$ cat src/sdf8_ram.sv
// Generic single-write, single-read RAM with registered read data.
`timescale 1ns / 1ps
module sdf8_ram #(
    parameter int WIDTH = 8,
    parameter int DEPTH = 16
) (
    input  logic                     aclk,
    input  logic                     we,
    input  logic [$clog2(DEPTH)-1:0] waddr,
    input  logic [WIDTH-1:0]         wdata,
    input  logic [$clog2(DEPTH)-1:0] raddr,
    output logic [WIDTH-1:0]         rdata
);

    logic [WIDTH-1:0] mem [DEPTH];

    always_ff @(posedge aclk) begin
        if (we) begin
            mem[waddr] <= wdata;
        end
        rdata <= mem[raddr];
    end

endmodule

$ cat config.mk
export PLATFORM = sky130hd
export DESIGN_NAME = sdf8_ram
export DESIGN_NICKNAME = d
export VERILOG_FILES = /design/src/sdf8_ram.sv
export SDC_FILE = /design/constraint.sdc
export NUM_CORES = 1
export LEC_CHECK = 0
export ABC_AREA = 1
export BUFFER_PORTS_ARGS = -buffer_cell sky130_fd_sc_hd__buf_2
export CAP_MARGIN = 20
export CORE_MARGIN = 2
export CORE_UTILIZATION = 35
export CTS_CLUSTER_DIAMETER = 120
export DETAILED_ROUTE_END_ITERATION = 10
export PLACE_DENSITY = 0.5
export SYNTH_ARGS = -nofsm -noshare
export SYNTH_HDL_FRONTEND = slang
export SYNTH_SLANG_ARGS = --single-unit
$ cat constraint.sdc
create_clock -name aclk -period 2.5 [get_ports aclk]
set_input_delay 0.5 -clock aclk [delete_from_list [all_inputs] [get_ports aclk]]
set_output_delay 0.5 -clock aclk [all_outputs]
set_load 0.005 [all_outputs]
* Yosys cells after proc, flatten, opt, wreduce, memory -nomap -nowiden *
Memory sizes are Yosys's and may differ from the RTL's. A register that Yosys moved wholly into a read port is not among the register bits.
Index checks and enable logic that the tools add are counted.

word-level totals
  bits in registers = 0
  latch bits = 0
  memory bits (writable) = 128
  ROM bits = 0
  input port bits = 18
  word-level logic and storage cells = 3
  memories kept = 1

memory list
  memory  words  width  rd ports  clocked after Yosys merged registers in  wr ports  line  source
  mem     16     8      1         1                                        1         15    logic [WIDTH-1:0] mem [DEPTH];

operators by class
  add/subtract/negate cells = 0
  multiply operators = 0
  div/mod/pow operators = 0
  $lt $le $gt $ge = 0
  equality and inequality tests = 0
  shifts and indexed selects = 0
  mux-type cells = 2
  bitwise operators = 0
  reduce and logical (&&, ||, !) cells = 0

operator list
  kind     number
  $mux W1  2

* Logic depth before layout (Yosys ltp) *
Gate-level depths: netlist of the first run.

  depth after elaboration = 2
  gate-level depth with buffers = 8
  mapped depth without buffers = 7

* Least setup slack after synthesis of the first run *
OpenSTA, ideal clock, no wires.

  path type = input to register
  start point = input port waddr[2]
  end point = memory mem[10][0] (enable)
  data arrival time = 1.081 ns
  setup slack = 1.049 ns
  cell stages on the path = 2
  buffers on the path = 0
  cell sequence = nand3b_1 nor2_1

RTL lines
  element      line  source
  from (decl)  9     input logic [$clog2(DEPTH)-1:0] waddr,
  to (decl)    15

No word-level cell before the write port.

==> run_results.csv, run 1 <==
group,metric,value,unit
finish,post-route-util,42.35,%
placement,port-buffer-count,25,
setup_path,worst-endpoint-required,2.80,ns
yosys,post_synth.cell_area_avg,10.47,sq um
yosys,synth_area_leaders,"sky130_fd_sc_hd__edfxtp_1 (67%), sky130_fd_sc_hd__nand2_1 (11%), sky130_fd_sc_hd__nand3_1 (8.4%)",
detailed_routing,drt_wl_total,14150,microns
sta,setup-violations-final,0,
clock_network,cts.repair_timing.setup_buffer_count,0,
finish,top_library_cells_by_usage_in_the_layout_fill_and_taps_aside,"sky130_fd_sc_hd__nand2_1 (173), sky130_fd_sc_hd__edfxtp_1 (128), sky130_fd_sc_hd__inv_1 (100), sky130_fd_sc_hd__nand3_1 (97), sky130_fd_sc_hd__buf_2 (25)",
yosys,synth_sequential_area_ratio,69.43,%
die,placementRows,46,
yosys,ys_seq_elements,136,
clock_network,cts_root_buffer,"sky130_fd_sc_hd__clkbuf_16",
finish,leading_cell_type_in_the_layout_fill_and_taps_excluded,"sky130_fd_sc_hd__nand2_1",
yosys,synth_cells,551,
setup_path,worstPathCellList,"buf_2 -> buf_4 -> nand2_1 -> nand3_1 -> nand3_1 -> nand3_1 -> nand2_1",
die,placeable_core_area,0.01600,sq mm
yosys,total_number_of_yosys_warnings,0,
global_route,grt_start_max_net_pins,65,
clock_network,htreeDepth,4,
setup_path,critPathSlowestCell,"sky130_fd_sc_hd__buf_4",
detailed_routing,antenna_violating_nets_post_route,0,
yosys,cell_type_with_the_highest_aggregate_area_in_the_netlist,"sky130_fd_sc_hd__edfxtp_1",
clock_network,clock_pin_slew_on_the_worst_setup_and_hold_paths,0.06,ns
clock_network,tritoncts_buffers,17,
power_and_ir_drop,static-leakage-power,0.002891,uW
sta,timing.clock.skew,0.01697,ns
setup_path,start_kind,"primary input",
clock_network,cts_hold_buffers,0,
clock_network,cts_tree,"built",
die,io_pins,26,
finish,num-nets-final,597,
setup_path,cp_max_fo,64,
sta,tightestPinTransition,0.8089,ns
finish,drive_gt1_share,10.81,%
placement,detailed_place_hpwl,8773,microns
finish,area_delta_synth_final,17.51,%
detailed_routing,firstDrtPassIters,4,
die,die_x,132.4,microns
finish,fillers,1583,
sta,finalHoldViolCount,0,
setup_path,timing.critical_path.buf_inv,2,
finish,ant_diodes,0,
sta,min_period_over_period,59.98,%
yosys,synthesis.nets,569,
sta,totalNegativeSetupSlack,0,ns
yosys,yosysTopAreaCellShare,66.65,%
setup_path,critical_path.most_common_cell,"sky130_fd_sc_hd__nand3_1",
power_and_ir_drop,power_density_relative_to_cell_area,865.6,mW/mm^2
yosys,synthDistinctLibCells,12,
clock_network,clockBufferDepth,2,
detailed_routing,drt_drc_violations_left,0,
global_route,gr-usage-all-layers,17.09,%
setup_path,criticalPathCategory,"in2reg",
sta,final.min_clock_period,1.500,ns
detailed_routing,dr.first_iter.drc_count,304,
detailed_routing,post_drt_wl_per_cell,17.51,microns
yosys,mappedNetlistArea,0.005767,sq mm
detailed_routing,routed_via_density,4.574,
setup_path,slowest_delay,0.54,ns
detailed_routing,vias,3696,
clock_network,worst_skew_pair.late_latency,0.42,ns
setup_path,timing.critical_path.to_type,"flip-flop",
clock_network,cts_num_sinks,136,
outcome,run_status,"finished clean",
clock_network,cts_resized,0,
setup_path,path_delay_family,"buffers and inverters",
flow_run,max-cap-violations,0,
placement,place.gp.congestion,0.7715,
setup_path,critical_path_arrival,1.80,ns
global_route,grt_pass1_wl,22200,microns
sta,slew-limit-headroom,45.88,%
die,fp.dieArea,0.01752,sq mm
global_route,grt_pass1_vias,3797,
sta,grt_setup_unrepaired,"no",
power_and_ir_drop,power.ir.vdd_worst,0.5762,mV
sta,finalMaxSlewViolations,0,
sta,whs,0.4727,ns
global_route,overflow,0,
die,die_y,132.4,microns
sta,max_freq,666.9,MHz
die,initial_core_util,36.04,%
global_route,antenna_found_initial,0,
setup_path,reg2reg_setup_slack,1.44,ns
hold_path,hold_class,"in2reg",
[area by class of cell]
class	count	area (sq um)	area share (%)
multi-input cells	289	1214	17.91
clock inverters	13	275.3	4.062
well taps	216	270.3	3.988
flip-flops and latches	136	4004	59.08
clock buffers	19	432.9	6.388
inverters	102	382.9	5.650
repair buffers	33	197.7	2.917
[power by group]
| group | leakage [uW] | switching [uW] | internal, uW | total, uW |
|---|---|---|---|---|
| Sequential | 0.00122 | 21.7 | 2550 | 2570 |
| Clock | 0.000331 | 918 | 2070 | 2990 |
| Combinational | 0.00134 | 222 | 85.2 | 307 |
[per-stage QoR]
stage | worst slack (ns) | cell area [sq um] | total power [uW] | instances
floorplan | 1.049 | 5767 | 2790 | 551
global placement | 0.5825 | 6068 | 2931 | 776
detailed placement | 0.5584 | 6068 | 2931 | 776
CTS | 0.9936 | 6777 | 5920 | 808
global route | 0.8825 | 6777 | 6061 | 808
finish | 1.000 | 6777 | 5865 | 808
[registers in the layout, indices dropped and copies added, names as in the netlist]
register / cells
rdata: 8
mem: 128
[cells in the mapped netlist]
cell,instances
sky130_fd_sc_hd__nand3b_1,2
sky130_fd_sc_hd__nand2_1,173
sky130_fd_sc_hd__inv_2,2
sky130_fd_sc_hd__inv_1,100
sky130_fd_sc_hd__buf_1,1
sky130_fd_sc_hd__buf_2,13
sky130_fd_sc_hd__nand3_1,97
sky130_fd_sc_hd__buf_4,4
sky130_fd_sc_hd__edfxtp_1,128
sky130_fd_sc_hd__buf_6,6
sky130_fd_sc_hd__nor2_1,17
sky130_fd_sc_hd__dfxtp_1,8
[kinds of logic (layout without fill, tap and decap cells)]
family        Yosys count  after routing  synth area share, %
simple gates          289            289                21.05
buf+inv               126            167                9.525
flops                 136            136                69.43
[tightest hold or removal path, cell delays in order]
cell and delay (ns):
sky130_fd_sc_hd__buf_2 0.18, sky130_fd_sc_hd__nand3_1 0.12, sky130_fd_sc_hd__nand2_1 0.05
[final timing paths]
| kind | start | to | depth (start not counted) |
|---|---|---|---|
| setup reg to reg | mem[15][2]$_DFFE_PP_ | rdata[2]$_DFF_P_ | 6 |
| setup / recovery | raddr[0] | rdata[2]$_DFF_P_ | 7 |
| hold reg to reg | mem[12][1]$_DFFE_PP_ | rdata[1]$_DFF_P_ | 6 |
| hold / removal | raddr[3] | rdata[4]$_DFF_P_ | 3 |
[layer usage]
metal / wire length, microns / up-vias / track usage [%]
li1: - / 1826 / -
met1: 6368 / 1759 / 22.92
met2: 6783 / 97 / 26.86
met3: 705 / 14 / 4.229
met4: 295 / 0 / 6.511
met5: 0 / - / 0
(Power assumes the default switching activity.)
==> run 2: changes to the inputs <==
- clock period: 2.5 -> 1.5 ns (I/O delays scaled with it)
==> run_results.csv, run 2 (synthesis gave the netlist of run 1 again) <==
group,metric,value,unit
setup_path,timing.critical_path.to_type,"primary output",
finish,max_flop_register,"mem",
setup_path,critPathSlowestCell,"sky130_fd_sc_hd__dfxtp_1",
detailed_routing,drt_wl_total,13340,microns
power_and_ir_drop,p_sw,1896,uW
clock_network,cts_root_buffer,"sky130_fd_sc_hd__clkbuf_16",
sta,setup-violations-final,0,
clock_network,cts_resized,0,
sta,totalNegativeSetupSlack,0,ns
global_route,grt_pass1_wl,21200,microns
clock_network,clockBufferDepth,2,
power_and_ir_drop,total_power_of_the_final_layout,9113,uW
placement,port-buffer-count,25,
clock_network,tritoncts_buffers,17,
die,die_x,132.4,microns
setup_path,path_delay_family,"flip-flops",
clock_network,worst_skew_pair.late_latency,0.41,ns
setup_path,worstPathCellList,"buf_2",
sta,finalHoldViolCount,0,
finish,leading_cell_type_in_the_layout_fill_and_taps_excluded,"sky130_fd_sc_hd__nand2_1",
sta,final.min_clock_period,1.243,ns
detailed_routing,routed_via_density,4.496,
global_route,grt.met2_usage,26.14,%
die,initial_core_util,36.04,%
global_route,gr-usage-met3,3.383,%
sta,min_period_over_period,82.84,%
setup_path,start_kind,"flip-flop",
global_route,grt_start_max_net_pins,65,
power_and_ir_drop,power.ir.vdd_worst,0.7262,mV
sta,tightestPinTransition,0.3802,ns
power_and_ir_drop,clock_power_share,47.3,%
power_and_ir_drop,seq_power_share,46.9,%
setup_path,timing.critical_path.buf_inv,1,
global_route,antenna_found_initial,0,
power_and_ir_drop,static-leakage-power,0.002966,uW
die,io_pins,26,
sta,slew-limit-headroom,74.65,%
outcome,run_status,"finished clean",
sta,grt_setup_unrepaired,"no",
clock_network,htreeDepth,4,
detailed_routing,antenna_violating_nets_post_route,0,
placement,place.gp.congestion,0.7804,
clock_network,cts.repair_timing.setup_buffer_count,0,
power_and_ir_drop,internal_power_summed_over_all_cells,7217,uW
detailed_routing,dr.first_iter.drc_count,297,
clock_network,cts_hold_buffers,0,
power_and_ir_drop,switching_fraction_of_total_power,20.80,%
sta,finalMaxSlewViolations,0,
die,fp.dieArea,0.01752,sq mm
finish,largest_register_ffs,128,
finish,num-nets-final,616,
clock_network,clock_pin_slew_on_the_worst_setup_and_hold_paths,0.06,ns
die,placementRows,46,
finish,top_library_cells_by_usage_in_the_layout_fill_and_taps_aside,"sky130_fd_sc_hd__nand2_1 (173), sky130_fd_sc_hd__edfxtp_1 (128), sky130_fd_sc_hd__inv_1 (100), sky130_fd_sc_hd__nand3_1 (97), sky130_fd_sc_hd__buf_2 (25)",
die,die_y,132.4,microns
global_route,grt.busiest_layer,"met2",
setup_path,criticalPathCategory,"reg2out",
detailed_routing,post_drt_wl_per_cell,16.14,microns
setup_path,critical_path_arrival,0.94,ns
power_and_ir_drop,power.combinational.fraction,5.8,%
clock_network,cts_tree,"built",
finish,area_delta_synth_final,18.88,%
detailed_routing,firstDrtPassIters,4,
finish,drive_gt1_share,14.08,%
power_and_ir_drop,power_density_relative_to_cell_area,1329,mW/mm^2
finish,fillers,1555,
finish,ant_diodes,0,
detailed_routing,drt_drc_violations_left,0,
placement,detailed_place_hpwl,8296,microns
setup_path,worst-endpoint-required,1.20,ns
clock_network,cts_num_sinks,136,
sta,timing.clock.skew,0.005657,ns
hold_path,hold_class,"in2reg",
flow_run,max-cap-violations,0,
finish,registers_with_the_highest_flip_flop_counts,"mem x128, rdata x8",
global_route,use_met1,21.70,%
detailed_routing,vias,3718,
setup_path,cp_max_fo,1,
setup_path,slowest_delay,0.39,ns
global_route,overflow,0,
global_route,grt_pass1_vias,3746,
sta,max_freq,804.8,MHz
global_route,gr-usage-all-layers,16.36,%
die,placeable_core_area,0.01600,sq mm
==> run 2: cell count changes in the layout (fill, tap and decap cells not counted), sizes merged <==
cell,change
buf,+19
bufinv,-4
clkinv,+4
clkinvlp,+1
clkbuf,-1
==> run 2: metal layers <==
layer | routed length (microns) | part of all wire, %
met5 | 0 | 0
met1 | 6220 | 47
met3 | 480 | 3.6
met4 | 286 | 2.1
met2 | 6356 | 48
==> run 2: power by group through the flow <==
stage	clock network (uW)	registers [uW]	logic [uW]
after floorplan	0	4350	300
after global placement	0	4350	535
after detailed placement	0	4350	540
after CTS	4380	4270	542
after global routing	4570	4280	600
final	4310	4270	530
==> run 2: final timing paths <==
kind	from	endpoint	slack, ns	cells after the start
worst max register to register	mem[3][6]$_DFFE_PP_	rdata[6]$_DFF_P_	0.47	6
worst min-delay path	wdata[1]	mem[4][1]$_DFFE_PP_	0.29	1
worst max-delay path	rdata[4]$_DFF_P_	rdata[4]	0.26	1
worst min register to register	mem[12][1]$_DFFE_PP_	rdata[1]$_DFF_P_	0.67	6
==> run 2: through the flow <==
step                      cells  setup WS (ns)  instance area, sq um  hold WS (ns)  utilization (%)
after global routing        827         0.2063                  6855        0.2943            42.84
after detailed placement    795        0.09457                  6236        0.6698            38.97
after floorplan             551         0.2492                  5767        0.3989                -
final                       827         0.2574                  6855        0.2873            42.84
after global placement      795         0.1110                  6236        0.6527            38.97
after CTS                   827         0.2225                  6855        0.2899            42.84
==> run 2: final cells by class <==
cell class	count	area (sq um)	share of cell area, %
flip-flops and latches	136	4004	58.40
inverters	102	382.9	5.585
multi-input cells	289	1214	17.70
repair buffers	52	365.4	5.329
clock inverters	14	180.2	2.628
well taps	216	270.3	3.942
clock buffers	18	439.2	6.406
==> run 3: changes to the inputs <==
- PLACE_DENSITY: 0.5 -> 0.52
- clock period: 1.5 -> 1 ns (I/O delays scaled with it)
==> run_results.csv, run 3 (synthesis gave the netlist of run 1 again) <==
group,metric,value,unit
outcome,run_status,"finished, violations left",
outcome,violations,"negative setup slack",
setup_path,critPathSlowestCell,"sky130_fd_sc_hd__dfxtp_2",
die,initial_core_util,36.04,%
placement,port-buffer-count,25,
die,die_x,132.4,microns
detailed_routing,post_drt_wl_per_cell,16.10,microns
finish,registers_with_the_highest_flip_flop_counts,"mem x128, rdata x8",
power_and_ir_drop,power.ir.vdd_worst,1.373,mV
clock_network,clock_pin_slew_on_the_worst_setup_and_hold_paths,0.06,ns
power_and_ir_drop,seq_power_share,50.4,%
detailed_routing,drt_drc_violations_left,0,
sta,finalHoldViolCount,0,
global_route,grt_pass1_vias,3852,
power_and_ir_drop,p_sw,2715,uW
sta,tightestPinTransition,0.3946,ns
global_route,grt_pass1_wl,20900,microns
finish,drive_gt1_share,20.78,%
finish,leading_cell_type_in_the_layout_fill_and_taps_excluded,"sky130_fd_sc_hd__nand2_1",
clock_network,cts.repair_timing.setup_buffer_count,0,
clock_network,cts_tree,"built",
sta,min_period_over_period,106.9,%
global_route,gr-usage-all-layers,16.07,%
clock_network,cts_root_buffer,"sky130_fd_sc_hd__clkbuf_16",
sta,finalMaxSlewViolations,0,
power_and_ir_drop,switching_fraction_of_total_power,21.30,%
flow_run,max-cap-violations,0,
die,io_pins,26,
setup_path,start_kind,"flip-flop",
sta,worst_slack,-0.06914,ns
finish,largest_register_ffs,128,
die,die_y,132.4,microns
finish,top_library_cells_by_usage_in_the_layout_fill_and_taps_aside,"sky130_fd_sc_hd__nand2_1 (173), sky130_fd_sc_hd__edfxtp_1 (128), sky130_fd_sc_hd__inv_1 (100), sky130_fd_sc_hd__nand3_1 (65), sky130_fd_sc_hd__nand3_2 (32)",
sta,grt_setup_unrepaired,"yes",
sta,totalNegativeSetupSlack,-0.2787,ns
hold_path,hold_class,"in2reg",
die,placeable_core_area,0.01600,sq mm
finish,num-nets-final,623,
detailed_routing,drt_wl_total,13400,microns
detailed_routing,firstDrtPassIters,5,
global_route,overflow,0,
finish,ant_diodes,0,
finish,register_cell_area_after_layout,0.004011,sq mm
power_and_ir_drop,static-leakage-power,0.003033,uW
die,fp.dieArea,0.01752,sq mm
placement,preCtsSetupSlack,-0.3116,ns
placement,detailed_place_hpwl,8614,microns
detailed_routing,dr.first_iter.drc_count,356,
detailed_routing,vias,3833,
setup_path,critical_path_arrival,0.87,ns
setup_path,slowest_delay,0.34,ns
sta,final.min_clock_period,1.069,ns
setup_path,worst-endpoint-required,0.80,ns
placement,place.gp.congestion,0.7881,
sta,slew-limit-headroom,73.67,%
detailed_routing,antenna_violating_nets_post_route,0,
clock_network,worst_skew_pair.late_latency,0.41,ns
global_route,grt_start_max_net_pins,64,
power_and_ir_drop,power.combinational.fraction,7.1,%
finish,area_delta_synth_final,22.24,%
finish,fillers,1551,
setup_path,cp_max_fo,1,
die,placementRows,46,
sta,timing.clock.skew,0.007215,ns
power_and_ir_drop,clock_power_share,42.5,%
clock_network,tritoncts_buffers,17,
power_and_ir_drop,power_density_relative_to_cell_area,1808,mW/mm^2
setup_path,worstPathCellList,"buf_2",
clock_network,htreeDepth,4,
clock_network,clockBufferDepth,2,
finish,max_flop_register,"mem",
detailed_routing,routed_via_density,4.607,
global_route,antenna_found_initial,0,
sta,max_freq,935.3,MHz
setup_path,timing.critical_path.to_type,"primary output",
setup_path,path_delay_family,"flip-flops",
sta,setup-violations-final,8,
setup_path,criticalPathCategory,"reg2out",
finish,multi_input_area,0.001401,sq mm
power_and_ir_drop,internal_power_summed_over_all_cells,10030,uW
setup_path,timing.critical_path.buf_inv,1,
clock_network,cts_num_sinks,136,
## run 3: through the flow
| stage | std cells | power [uW] | instance area [sq um] | hold WS, ns | util (%) |
|---|---|---|---|---|---|
| finish | 832 | 12750 | 7049 | 0.2062 | 44.06 |
| global placement | 802 | 7368 | 6366 | 0.5808 | 39.79 |
| detailed placement | 802 | 7379 | 6366 | 0.5830 | 39.79 |
| CTS | 832 | 12810 | 6890 | 0.1983 | 43.06 |
| global route | 832 | 13230 | 7049 | 0.2094 | 44.06 |
| floorplan | 551 | 6983 | 5794 | 0.2989 | - |
## run 3: worst paths after layout
kind	cells past startpoint	end	slack [ns]	startpoint
worst max-delay path	1	rdata[3]	-0.07	rdata[3]$_DFF_P_
worst min-delay path	1	mem[5][1]$_DFFE_PP_	0.21	wdata[1]
worst max register to register	6	rdata[6]$_DFF_P_	0.04	mem[1][6]$_DFFE_PP_
worst min register to register	6	rdata[0]$_DFF_P_	0.65	mem[10][0]$_DFFE_PP_
## run 3: cell type report
type	count	area share, %
inverters	102	5.431
clock buffers	23	6.354
multi-input cells	289	19.88
well taps	216	3.834
flip-flops and latches	136	56.90
clock inverters	7	0.7810
repair buffers	59	6.816
## run 3: repair_timing
action	CTS	global route
endpoints found under the setup margin	10	16
pin swaps	0	5
gates resized for setup	7	33
hold buffers	0	0
cloned	0	0
hold endpoints to repair	0	0
## run 3: power by group through the flow
stage | clock, uW | sequential (uW) | combinational, uW
6_report | 5420 | 6430 | 905
5_1_grt | 5790 | 6430 | 1010
4_1_cts | 5520 | 6420 | 860
3_5_place_dp | 0 | 6530 | 846
3_3_place_gp | 0 | 6530 | 835
2_1_floorplan | 0 | 6530 | 458
## run 3: routing by layer
layer	GRT usage, %	vias to the layer above	part of all wire [%]
li1	-	1878	-
met1	20.15	1862	45
met2	27.35	76	50
met3	3.883	17	3.2
met4	5.317	0	1.6
met5	0	-	0
